--- src/sv/sat_pkg.sv ---
// ----------------------------------------------------------------------------
// sat_pkg
// shared types and codes for the sorted array table
// ----------------------------------------------------------------------------
package sat_pkg;

  typedef enum logic [2:0] {
    OP_INSERT     = 3'd0,
    OP_SEARCH     = 3'd1,
    OP_REMOVE_MIN = 3'd2,
    OP_REMOVE_MAX = 3'd3,
    OP_REMOVE_KEY = 3'd4
  } op_t;

  typedef enum logic [1:0] {
    ST_OK        = 2'd0,
    ST_FULL      = 2'd1,
    ST_EMPTY     = 2'd2,
    ST_NOT_FOUND = 2'd3
  } status_t;

  typedef enum logic [2:0] {
    PTR_HOLD,
    PTR_ZERO,
    PTR_COUNT,
    PTR_INC,
    PTR_DEC
  } ptr_op_t;

  typedef enum logic [1:0] {
    RD_BELOW,
    RD_AT,
    RD_ABOVE
  } rd_sel_t;

  typedef enum logic [1:0] {
    CNT_HOLD,
    CNT_INC,
    CNT_DEC
  } cnt_op_t;

  typedef struct packed {
    logic    ld_val;
    ptr_op_t ptr_op;
    rd_sel_t rd_sel;
    logic    we;
    logic    wr_val;
    cnt_op_t cnt_op;
    logic    res_clr;
    logic    res_set;
    status_t res_status;
    logic    res_hit;
    logic    out_ld;
  } dp_cmd_t;

  typedef struct packed {
    logic gt;
    logic eq;
    logic ptr_zero;
    logic ptr_end;
    logic ptr_last;
    logic full;
    logic empty;
  } dp_sts_t;

endpackage

--- src/sv/sorted_array_table.sv ---
// ----------------------------------------------------------------------------
// sorted_array_table
// fixed-capacity table of signed values kept in ascending order
// ----------------------------------------------------------------------------
// usage:
//   input transfers carry an operation on s_tuser and a value on s_tdata;
//   each one yields exactly one result transfer on m_tdata (status, found,
//   position, count). one operation is in flight at a time.
// work per operation:
//   remove max, rejected and undefined operations need no walk; insert
//   shifts the larger entries up from the top until the new value fits;
//   search walks up from entry 0 to a hit or to the count; remove min shifts
//   all entries down; remove by key searches and on a hit shifts the entries
//   above it down. a walk visits the single entry memory one entry per cycle.
// handshake: s_tready returns in the cycle after the result is loaded into
//   the output register, so a waiting result does not block the next
//   transfer.
// a stalled m_tready holds the result; a finished walk then waits for the
//   output register to free up.
// reset clears the count (empty table) and the output valid; no memory
//   clearing pass is needed.
// ----------------------------------------------------------------------------
module sorted_array_table #(
  parameter int CAPACITY = 64
) (
  input  logic        clk,
  input  logic        rst,
  input  logic        s_tvalid,
  output logic        s_tready,
  input  logic [31:0] s_tdata,   // value[31:0]
  input  logic [2:0]  s_tuser,   // operation[2:0]
  output logic        m_tvalid,
  input  logic        m_tready,
  output logic [15:0] m_tdata    // status[1:0], found[2], position[8:3], count[15:9]
);

  sat_pkg::dp_cmd_t cmd;
  sat_pkg::dp_sts_t sts;
  sat_pkg::status_t status;
  logic             found;
  logic [5:0]       position;
  logic [6:0]       count;

  sat_ctrl u_ctrl (
    .clk     (clk),
    .rst     (rst),
    .s_tvalid(s_tvalid),
    .s_tready(s_tready),
    .op_in   (sat_pkg::op_t'(s_tuser)),
    .m_tvalid(m_tvalid),
    .m_tready(m_tready),
    .cmd     (cmd),
    .sts     (sts)
  );

  sat_dp #(
    .CAPACITY(CAPACITY)
  ) u_dp (
    .clk     (clk),
    .rst     (rst),
    .cmd     (cmd),
    .sts     (sts),
    .in_value($signed(s_tdata)),
    .status  (status),
    .found   (found),
    .position(position),
    .count   (count)
  );

  assign m_tdata = {count, position, found, status};

endmodule

--- src/sv/sat_ram.sv ---
// ----------------------------------------------------------------------------
// sat_ram
// simple dual-port ram, one write and one registered read per cycle
// ----------------------------------------------------------------------------
module sat_ram #(
  parameter int WIDTH = 32,
  parameter int DEPTH = 64
) (
  input  logic                     clk,
  input  logic                     we,
  input  logic [$clog2(DEPTH)-1:0] waddr,
  input  logic [WIDTH-1:0]         wdata,
  input  logic [$clog2(DEPTH)-1:0] raddr,
  output logic [WIDTH-1:0]         rdata
);

  logic [WIDTH-1:0] mem [DEPTH];

  always_ff @(posedge clk) begin
    if (we) begin
      mem[waddr] <= wdata;
    end
    rdata <= mem[raddr];
  end

endmodule

--- src/sv/sat_dp.sv ---
// ----------------------------------------------------------------------------
// sat_dp
// datapath: entry memory, walk pointer, count, compare and result registers
// ----------------------------------------------------------------------------
module sat_dp #(
  parameter int CAPACITY = 64
) (
  input  logic                   clk,
  input  logic                   rst,
  input  sat_pkg::dp_cmd_t       cmd,
  output sat_pkg::dp_sts_t       sts,
  input  logic signed [31:0]     in_value,
  output sat_pkg::status_t       status,
  output logic                   found,
  output logic [5:0]             position,
  output logic [6:0]             count
);

  localparam int AW = $clog2(CAPACITY);
  localparam int CW = $clog2(CAPACITY + 1);

  logic signed [31:0] val;
  logic [CW-1:0]      ptr;
  logic [CW-1:0]      ptr_next;
  logic [CW-1:0]      cnt;
  logic [AW-1:0]      raddr;
  logic [31:0]        wdata;
  logic [31:0]        rdata;
  sat_pkg::status_t   res_status;
  logic               res_found;
  logic [CW-1:0]      res_pos;

  always_comb begin
    case (cmd.ptr_op)
      sat_pkg::PTR_ZERO:  ptr_next = '0;
      sat_pkg::PTR_COUNT: ptr_next = cnt;
      sat_pkg::PTR_INC:   ptr_next = ptr + 1'b1;
      sat_pkg::PTR_DEC:   ptr_next = ptr - 1'b1;
      default:            ptr_next = ptr;
    endcase
  end

  always_comb begin
    case (cmd.rd_sel)
      sat_pkg::RD_BELOW: raddr = AW'(ptr_next - 1'b1);
      sat_pkg::RD_ABOVE: raddr = AW'(ptr_next + 1'b1);
      default:           raddr = AW'(ptr_next);
    endcase
  end

  assign wdata = cmd.wr_val ? val : rdata;

  sat_ram #(
    .WIDTH(32),
    .DEPTH(CAPACITY)
  ) u_ram (
    .clk  (clk),
    .we   (cmd.we),
    .waddr(AW'(ptr)),
    .wdata(wdata),
    .raddr(raddr),
    .rdata(rdata)
  );

  assign sts.gt       = $signed(rdata) > val;
  assign sts.eq       = $signed(rdata) == val;
  assign sts.ptr_zero = ptr == '0;
  assign sts.ptr_end  = ptr == cnt;
  assign sts.ptr_last = CW'(ptr + 1'b1) == cnt;
  assign sts.full     = cnt == CW'(CAPACITY);
  assign sts.empty    = cnt == '0;

  always_ff @(posedge clk) begin
    if (rst) begin
      cnt        <= '0;
      ptr        <= '0;
      res_status <= sat_pkg::ST_OK;
      res_found  <= 1'b0;
      res_pos    <= '0;
    end else begin
      ptr <= ptr_next;
      case (cmd.cnt_op)
        sat_pkg::CNT_INC: cnt <= cnt + 1'b1;
        sat_pkg::CNT_DEC: cnt <= cnt - 1'b1;
        default:          cnt <= cnt;
      endcase
      if (cmd.res_clr) begin
        res_status <= sat_pkg::ST_OK;
        res_found  <= 1'b0;
        res_pos    <= '0;
      end
      if (cmd.res_set) begin
        res_status <= cmd.res_status;
      end
      if (cmd.res_hit) begin
        res_found <= 1'b1;
        res_pos   <= ptr;
      end
    end
  end

  always_ff @(posedge clk) begin
    if (cmd.ld_val) begin
      val <= in_value;
    end
    if (cmd.out_ld) begin
      status   <= res_status;
      found    <= res_found;
      position <= 6'(res_pos);
      count    <= 7'(cnt);
    end
  end

  a_count_range: assert property (@(posedge clk) disable iff (rst)
    cnt <= CW'(CAPACITY))
    else $error("entry count beyond capacity");

  a_no_insert_full: assert property (@(posedge clk) disable iff (rst)
    cmd.cnt_op == sat_pkg::CNT_INC |-> !sts.full)
    else $error("count increment on full table");

  a_hit_is_ok: assert property (@(posedge clk) disable iff (rst)
    res_found |-> res_status == sat_pkg::ST_OK)
    else $error("hit recorded with error status");

  a_write_in_range: assert property (@(posedge clk) disable iff (rst)
    cmd.we |-> ptr < CW'(CAPACITY))
    else $error("memory write beyond capacity");

endmodule

--- src/sv/sat_ctrl.sv ---
// ----------------------------------------------------------------------------
// sat_ctrl
// controller: decodes the operation and sequences the memory walk
// ----------------------------------------------------------------------------
module sat_ctrl (
  input  logic             clk,
  input  logic             rst,
  input  logic             s_tvalid,
  output logic             s_tready,
  input  sat_pkg::op_t     op_in,
  output logic             m_tvalid,
  input  logic             m_tready,
  output sat_pkg::dp_cmd_t cmd,
  input  sat_pkg::dp_sts_t sts
);

  typedef enum logic [2:0] {
    S_IDLE,
    S_INS,
    S_SRCH,
    S_DEL,
    S_DONE
  } state_t;

  state_t       state;
  state_t       state_next;
  sat_pkg::op_t op;
  logic         accept;

  assign s_tready = state == S_IDLE;
  assign accept   = s_tvalid && s_tready;

  always_comb begin
    cmd            = '0;
    cmd.ptr_op     = sat_pkg::PTR_HOLD;
    cmd.rd_sel     = sat_pkg::RD_AT;
    cmd.cnt_op     = sat_pkg::CNT_HOLD;
    cmd.res_status = sat_pkg::ST_OK;
    state_next     = state;
    case (state)
      S_IDLE: begin
        if (accept) begin
          cmd.ld_val  = 1'b1;
          cmd.res_clr = 1'b1;
          case (op_in)
            sat_pkg::OP_INSERT: begin
              if (sts.full) begin
                cmd.res_set    = 1'b1;
                cmd.res_status = sat_pkg::ST_FULL;
                state_next     = S_DONE;
              end else begin
                cmd.ptr_op = sat_pkg::PTR_COUNT;
                cmd.rd_sel = sat_pkg::RD_BELOW;
                state_next = S_INS;
              end
            end
            sat_pkg::OP_SEARCH: begin
              cmd.ptr_op = sat_pkg::PTR_ZERO;
              state_next = S_SRCH;
            end
            sat_pkg::OP_REMOVE_MIN: begin
              if (sts.empty) begin
                cmd.res_set    = 1'b1;
                cmd.res_status = sat_pkg::ST_EMPTY;
                state_next     = S_DONE;
              end else begin
                cmd.ptr_op = sat_pkg::PTR_ZERO;
                cmd.rd_sel = sat_pkg::RD_ABOVE;
                state_next = S_DEL;
              end
            end
            sat_pkg::OP_REMOVE_MAX: begin
              if (sts.empty) begin
                cmd.res_set    = 1'b1;
                cmd.res_status = sat_pkg::ST_EMPTY;
              end else begin
                cmd.cnt_op = sat_pkg::CNT_DEC;
              end
              state_next = S_DONE;
            end
            sat_pkg::OP_REMOVE_KEY: begin
              if (sts.empty) begin
                cmd.res_set    = 1'b1;
                cmd.res_status = sat_pkg::ST_EMPTY;
                state_next     = S_DONE;
              end else begin
                cmd.ptr_op = sat_pkg::PTR_ZERO;
                state_next = S_SRCH;
              end
            end
            default: state_next = S_DONE;
          endcase
        end
      end
      S_INS: begin
        cmd.we = 1'b1;
        if (sts.ptr_zero || !sts.gt) begin
          cmd.wr_val = 1'b1;
          cmd.cnt_op = sat_pkg::CNT_INC;
          state_next = S_DONE;
        end else begin
          cmd.ptr_op = sat_pkg::PTR_DEC;
          cmd.rd_sel = sat_pkg::RD_BELOW;
        end
      end
      S_SRCH: begin
        if (sts.ptr_end) begin
          cmd.res_set    = 1'b1;
          cmd.res_status = sat_pkg::ST_NOT_FOUND;
          state_next     = S_DONE;
        end else if (sts.eq) begin
          cmd.res_hit = 1'b1;
          if (op == sat_pkg::OP_REMOVE_KEY) begin
            cmd.rd_sel = sat_pkg::RD_ABOVE;
            state_next = S_DEL;
          end else begin
            state_next = S_DONE;
          end
        end else begin
          cmd.ptr_op = sat_pkg::PTR_INC;
        end
      end
      S_DEL: begin
        if (sts.ptr_last) begin
          cmd.cnt_op = sat_pkg::CNT_DEC;
          state_next = S_DONE;
        end else begin
          cmd.we     = 1'b1;
          cmd.ptr_op = sat_pkg::PTR_INC;
          cmd.rd_sel = sat_pkg::RD_ABOVE;
        end
      end
      S_DONE: begin
        if (!m_tvalid || m_tready) begin
          cmd.out_ld = 1'b1;
          state_next = S_IDLE;
        end
      end
      default: state_next = S_IDLE;
    endcase
  end

  always_ff @(posedge clk) begin
    if (rst) begin
      state    <= S_IDLE;
      m_tvalid <= 1'b0;
      op       <= sat_pkg::OP_INSERT;
    end else begin
      state <= state_next;
      if (accept) begin
        op <= op_in;
      end
      if (cmd.out_ld) begin
        m_tvalid <= 1'b1;
      end else if (m_tready) begin
        m_tvalid <= 1'b0;
      end
    end
  end

  a_accept_leaves_idle: assert property (@(posedge clk) disable iff (rst)
    s_tvalid && s_tready |=> state != S_IDLE)
    else $error("transfer accepted without starting work");

  a_done_waits: assert property (@(posedge clk) disable iff (rst)
    state == S_DONE && m_tvalid && !m_tready |=> state == S_DONE)
    else $error("result slot overwritten while stalled");

endmodule
--- config.mk ---
export PLATFORM = sky130hd
export DESIGN_NAME = sorted_array_table
export DESIGN_NICKNAME = d
export VERILOG_FILES = /design/src/sv/sat_pkg.sv /design/src/sv/sorted_array_table.sv /design/src/sv/sat_ram.sv /design/src/sv/sat_dp.sv /design/src/sv/sat_ctrl.sv
export SDC_FILE = /design/constraint.sdc
export NUM_CORES = 2
export LEC_CHECK = 0
export ABC_CLOCK_PERIOD_IN_PS = 6000
export BUFFER_PORTS_ARGS = -buffer_cell sky130_fd_sc_hd__buf_2
export CAP_MARGIN = 10
export CORE_UTILIZATION = 30
export CTS_BUF_LIST = sky130_fd_sc_hd__clkbuf_16
export CTS_CLUSTER_SIZE = 25
export DETAILED_ROUTE_END_ITERATION = 8
export GPL_TIMING_DRIVEN = 0
export SKIP_LAST_GASP = 1
export SYNTH_ARGS = -nofsm -noshare
export SYNTH_HDL_FRONTEND = slang
export SYNTH_SLANG_ARGS = --single-unit
--- constraint.sdc ---
create_clock -name clk -period 6 [get_ports clk]
set_input_delay 0.9 -clock clk [delete_from_list [all_inputs] [get_ports clk]]
set_output_delay 0.9 -clock clk [all_outputs]
set_load 0.03 [all_outputs]
==> flow_summary.toml <==
[run_status]
run_status = "finished with violations"
failed_checks = "setup timing"

[setup_path]
cp_num_cells = 22
data_arrival_time_of_the_critical_path_ns = 6.97
timing.critical_path.cells = "inv_1, ha_1, nand4_1, or4_4, a31oi_4, or3_4, and2_4, a21oi_2, a221oi_2, inv_1, fa_2, xnor2_1, nor2_2, xnor2_4, buf_12, buf_8, buf_4, a211oi_1, a31oi_1, a211o_1, nand4_1, nand4_1"
r2r_slack_ns = -0.22
crit-reg2reg-launch = "u_dp.val[29]"
path_common_cell = "nand4_1"
worst-r2r-cell-count = 22
critPathCaptureType = "flop"
critPathRequiredTime_ns = 6.76
critPathTopFamily = "simple AND/OR/NAND/NOR gates"
worstPathMaxFanout = 10
crit_path_max_incr_delay_ns = 0.63
cp_slowest_cell = "nand4_1"
criticalPathCategory = "reg2reg"
timing.rr.end = "u_dp.u_ram.rdata[14]"
crit_path_start = "u_dp.val[29]"
timing.critical_path.buf_inv = 5
start_kind = "flop"

[sta]
worst_pin_slew_ns = 1.40
slew_viol_final = 0
post-route-period-util_pct = 104
fin_worst_skew_ns = 0.0534
max_clock_freq_mhz = 161
timing.slew.headroom_pct = 6.08
finalSetupViolCount = 11
setup_total_negative_slack_ns = -0.739
grt_setup_unrepaired = "yes"
fin_crit_ns = 6.22
setup_ws_ns = -0.215
hold_violations = 0

[clock_tree]
cts_root_buffer = "clkbuf_16"
max-clock-path-buffers = 3
htree_num_levels = 4
tritoncts.num_buffers = 213
cts_sinks = 2158
clock_latency_late_sink_ns = 0.89
tritoncts = "built"
cts.clk_slew.worst_paths_ns = 0.07

[final_layout]
flow.area_growth_from_synthesis_pct = 18.7
post_layout_util_pct = 35.9
num-nets-final = 5925
layout_cells_sized_above_1_pct = 18.0
leading_cell_type_in_the_layout_fill_and_taps_excluded = "edfxtp_1"
final_cell_mix = "edfxtp_1, nand2_1, mux2i_1"
instances_no_fill = 9913

[floorplan]
fp-row-count = 197
start_util_pct = 30.2
die_x_um = 542
dieHeight_um = 542
io-pin-count = 57
area_enclosed_by_the_die_boundary_sq_um = 293000
core_area_sq_um = 289000

[synthesis]
async_reset_ff_share_pct = 0
ys_ff_latch = 2158
synthesis.yosys.warnings = 0
synth_cell_types = 74
postSynth.topFlopCell = "edfxtp_1"
syn_nets = 5502
synthesis.area_per_instance_sq_um = 16.1
synth.yosys.seq_area_share_pct = 73.4
netlist_instances = 5418
synth_area_sq_um = 87400
yosysTopAreaCellShare_pct = 72.0
synth_enable_flop_cells = 2096
ranking_of_synthesized_cells_by_area = "edfxtp_1, mux2i_1, mux4_2"
synth_largest_area_cell = "edfxtp_1"

[routing]
postRouteWirelength_um = 275000
mean_number_of_vias_per_cell = 5.32
routed-via-count = 52700
drt_pass1_iterations = 7
dr.first_iter.drc_count = 6969
avgRoutedWirePerCell_um = 27.8
number_of_remaining_drc_errors = 0
ant_nets = 0

[global_route]
grt_pass1_wl_um = 379000
grt_max_degree = 65
grt.met2_usage_pct = 27.2
use_met3_pct = 4.72
global_route.overflow_total = 0
grt_most_used_layer = "met2"
grt_usage_pct = 18.2
grt_antenna_before_repair = 16
grt_pass1_vias = 49500
global_route.usage.met1_pct = 24.5

[place]
portBuffers = 54
placed_cells_incl_taps = 9437
place.gp.congestion = 1.12
detailed_place_hpwl_um = 185000

[worst_hold_path]
hold_path_startpoint = "s_tdata[13]"
whs_path_depth = 1
hold-path-endpoint = "u_dp.val[13]"
worstHoldPathType = "in2reg"

[flow_run]
drv_cap = 0
[state kept, by name, summed over array words and instances (netlist names)]
register          count
u_ctrl.m_tvalid       1
u_ctrl.op             3
u_ctrl.state          3
u_dp.cnt              7
u_dp.count            7
u_dp.found            1
u_dp.position         6
u_dp.ptr              7
u_dp.res_found        1
u_dp.res_pos          6
u_dp.res_status       2
u_dp.status           2
u_dp.u_ram.mem     2048
u_dp.u_ram.rdata     32
u_dp.val             32
[per-layer routing]
metal	up-vias	routed length (um)	share of wire (%)
li1	22400	-	-
met1	27000	110000	40
met2	2844	121000	44
met3	524	29900	11
met4	8	14500	5.3
met5	-	130	0.047
[layout make-up]
class                   count  area (sq um)
inverters                  48           199
flip-flops and latches   2158         64200
multi-input cells        2821         22400
well taps                3880          4850
diodes                      7          17.5
repair buffers            213          2790
clock buffers             215          5380
fillers                 27000        185000
clock inverters           185          1500
plain buffers             386          2370
[worst max-delay path by stage]
stage                           endpoint
floorplan           u_dp.u_ram.mem[0][0]
global placement    u_dp.u_ram.mem[0][0]
detailed placement  u_dp.u_ram.rdata[22]
CTS                 u_dp.u_ram.rdata[19]
global route        u_dp.u_ram.rdata[21]
finish              u_dp.u_ram.rdata[14]
[cells by family (layout without fill, tap and decap cells)]
logic type	count (synthesis)	in the layout	share of synthesized area, %
buffers and inverters	439	1047	2.31
flip-flops	2158	2158	73.4
AO/OA/AOI/OAI	760	760	6.58
adder cells (fa/ha/maj)	46	46	0.673
other	0	7	0
XOR/XNOR	24	24	0.265
AND/OR/NAND/NOR	1320	1320	7.17
multiplexers	671	671	9.56
[worst register-to-register path, stage by stage (launching register included)]
cell and delay (ns):
edfxtp_1 0.47, inv_1 0.08, ha_1 0.30, nand4_1 0.15, or4_4 0.58, a31oi_4 0.29
or3_4 0.21, and2_4 0.19, a21oi_2 0.07, a221oi_2 0.25, inv_1 0.11, fa_2 0.42
xnor2_1 0.16, nor2_2 0.22, xnor2_4 0.15, buf_12 0.17, buf_8 0.26, buf_4 0.26
a211oi_1 0.07, a31oi_1 0.31, a211o_1 0.29, nand4_1 0.63, nand4_1 0.50
[cells in the mapped netlist, types with 5 or more instances]
library cell  count
nand3_1          20
nand2b_1          6
mux4_2          128
a311oi_1        129
o21a_1            5
o21ai_1           5
nor2_1          110
xor2_1            5
mux2_2           31
edfxtp_1       2096
and3_1          262
a21o_1            5
a31oi_1         135
dfxtp_1          62
nand2_1         687
nor2b_1          11
or3_1             5
a211o_1         128
nor3_1           14
inv_1            46
clkbuf_1        251
buf_2            68
o21ai_0          16
buf_4            14
ha_1             43
nand4_1         172
nor4_1            7
a211oi_1        262
buf_1            28
xnor2_1          17
mux2i_1         512
a21oi_1          47
buf_6            29
[per-stage QoR]
step           cell area [sq um]  setup WS (ns)  hold WS (ns)
3_3_place_gp               92500          -4.90         0.416
5_1_grt                   104000         -0.157         0.176
2_1_floorplan              87400          0.415         0.403
3_5_place_dp               94900          -2.24         0.421
6_report                  104000         -0.215         0.212
4_1_cts                   102000       0.000697         0.154
[repair_timing]
action | in CTS | in global routing
cloned | 0 | 4
buffers inserted | 20 | 44
gates resized for setup | 185 | 233
pin swaps | 33 | 71
endpoints found under the setup margin | 34 | 33
hold buffers | 0 | 0
Power is left out: the tool's default activity adds up to more than one toggle a clock period on the data nets, which glitch-free logic cannot reach.
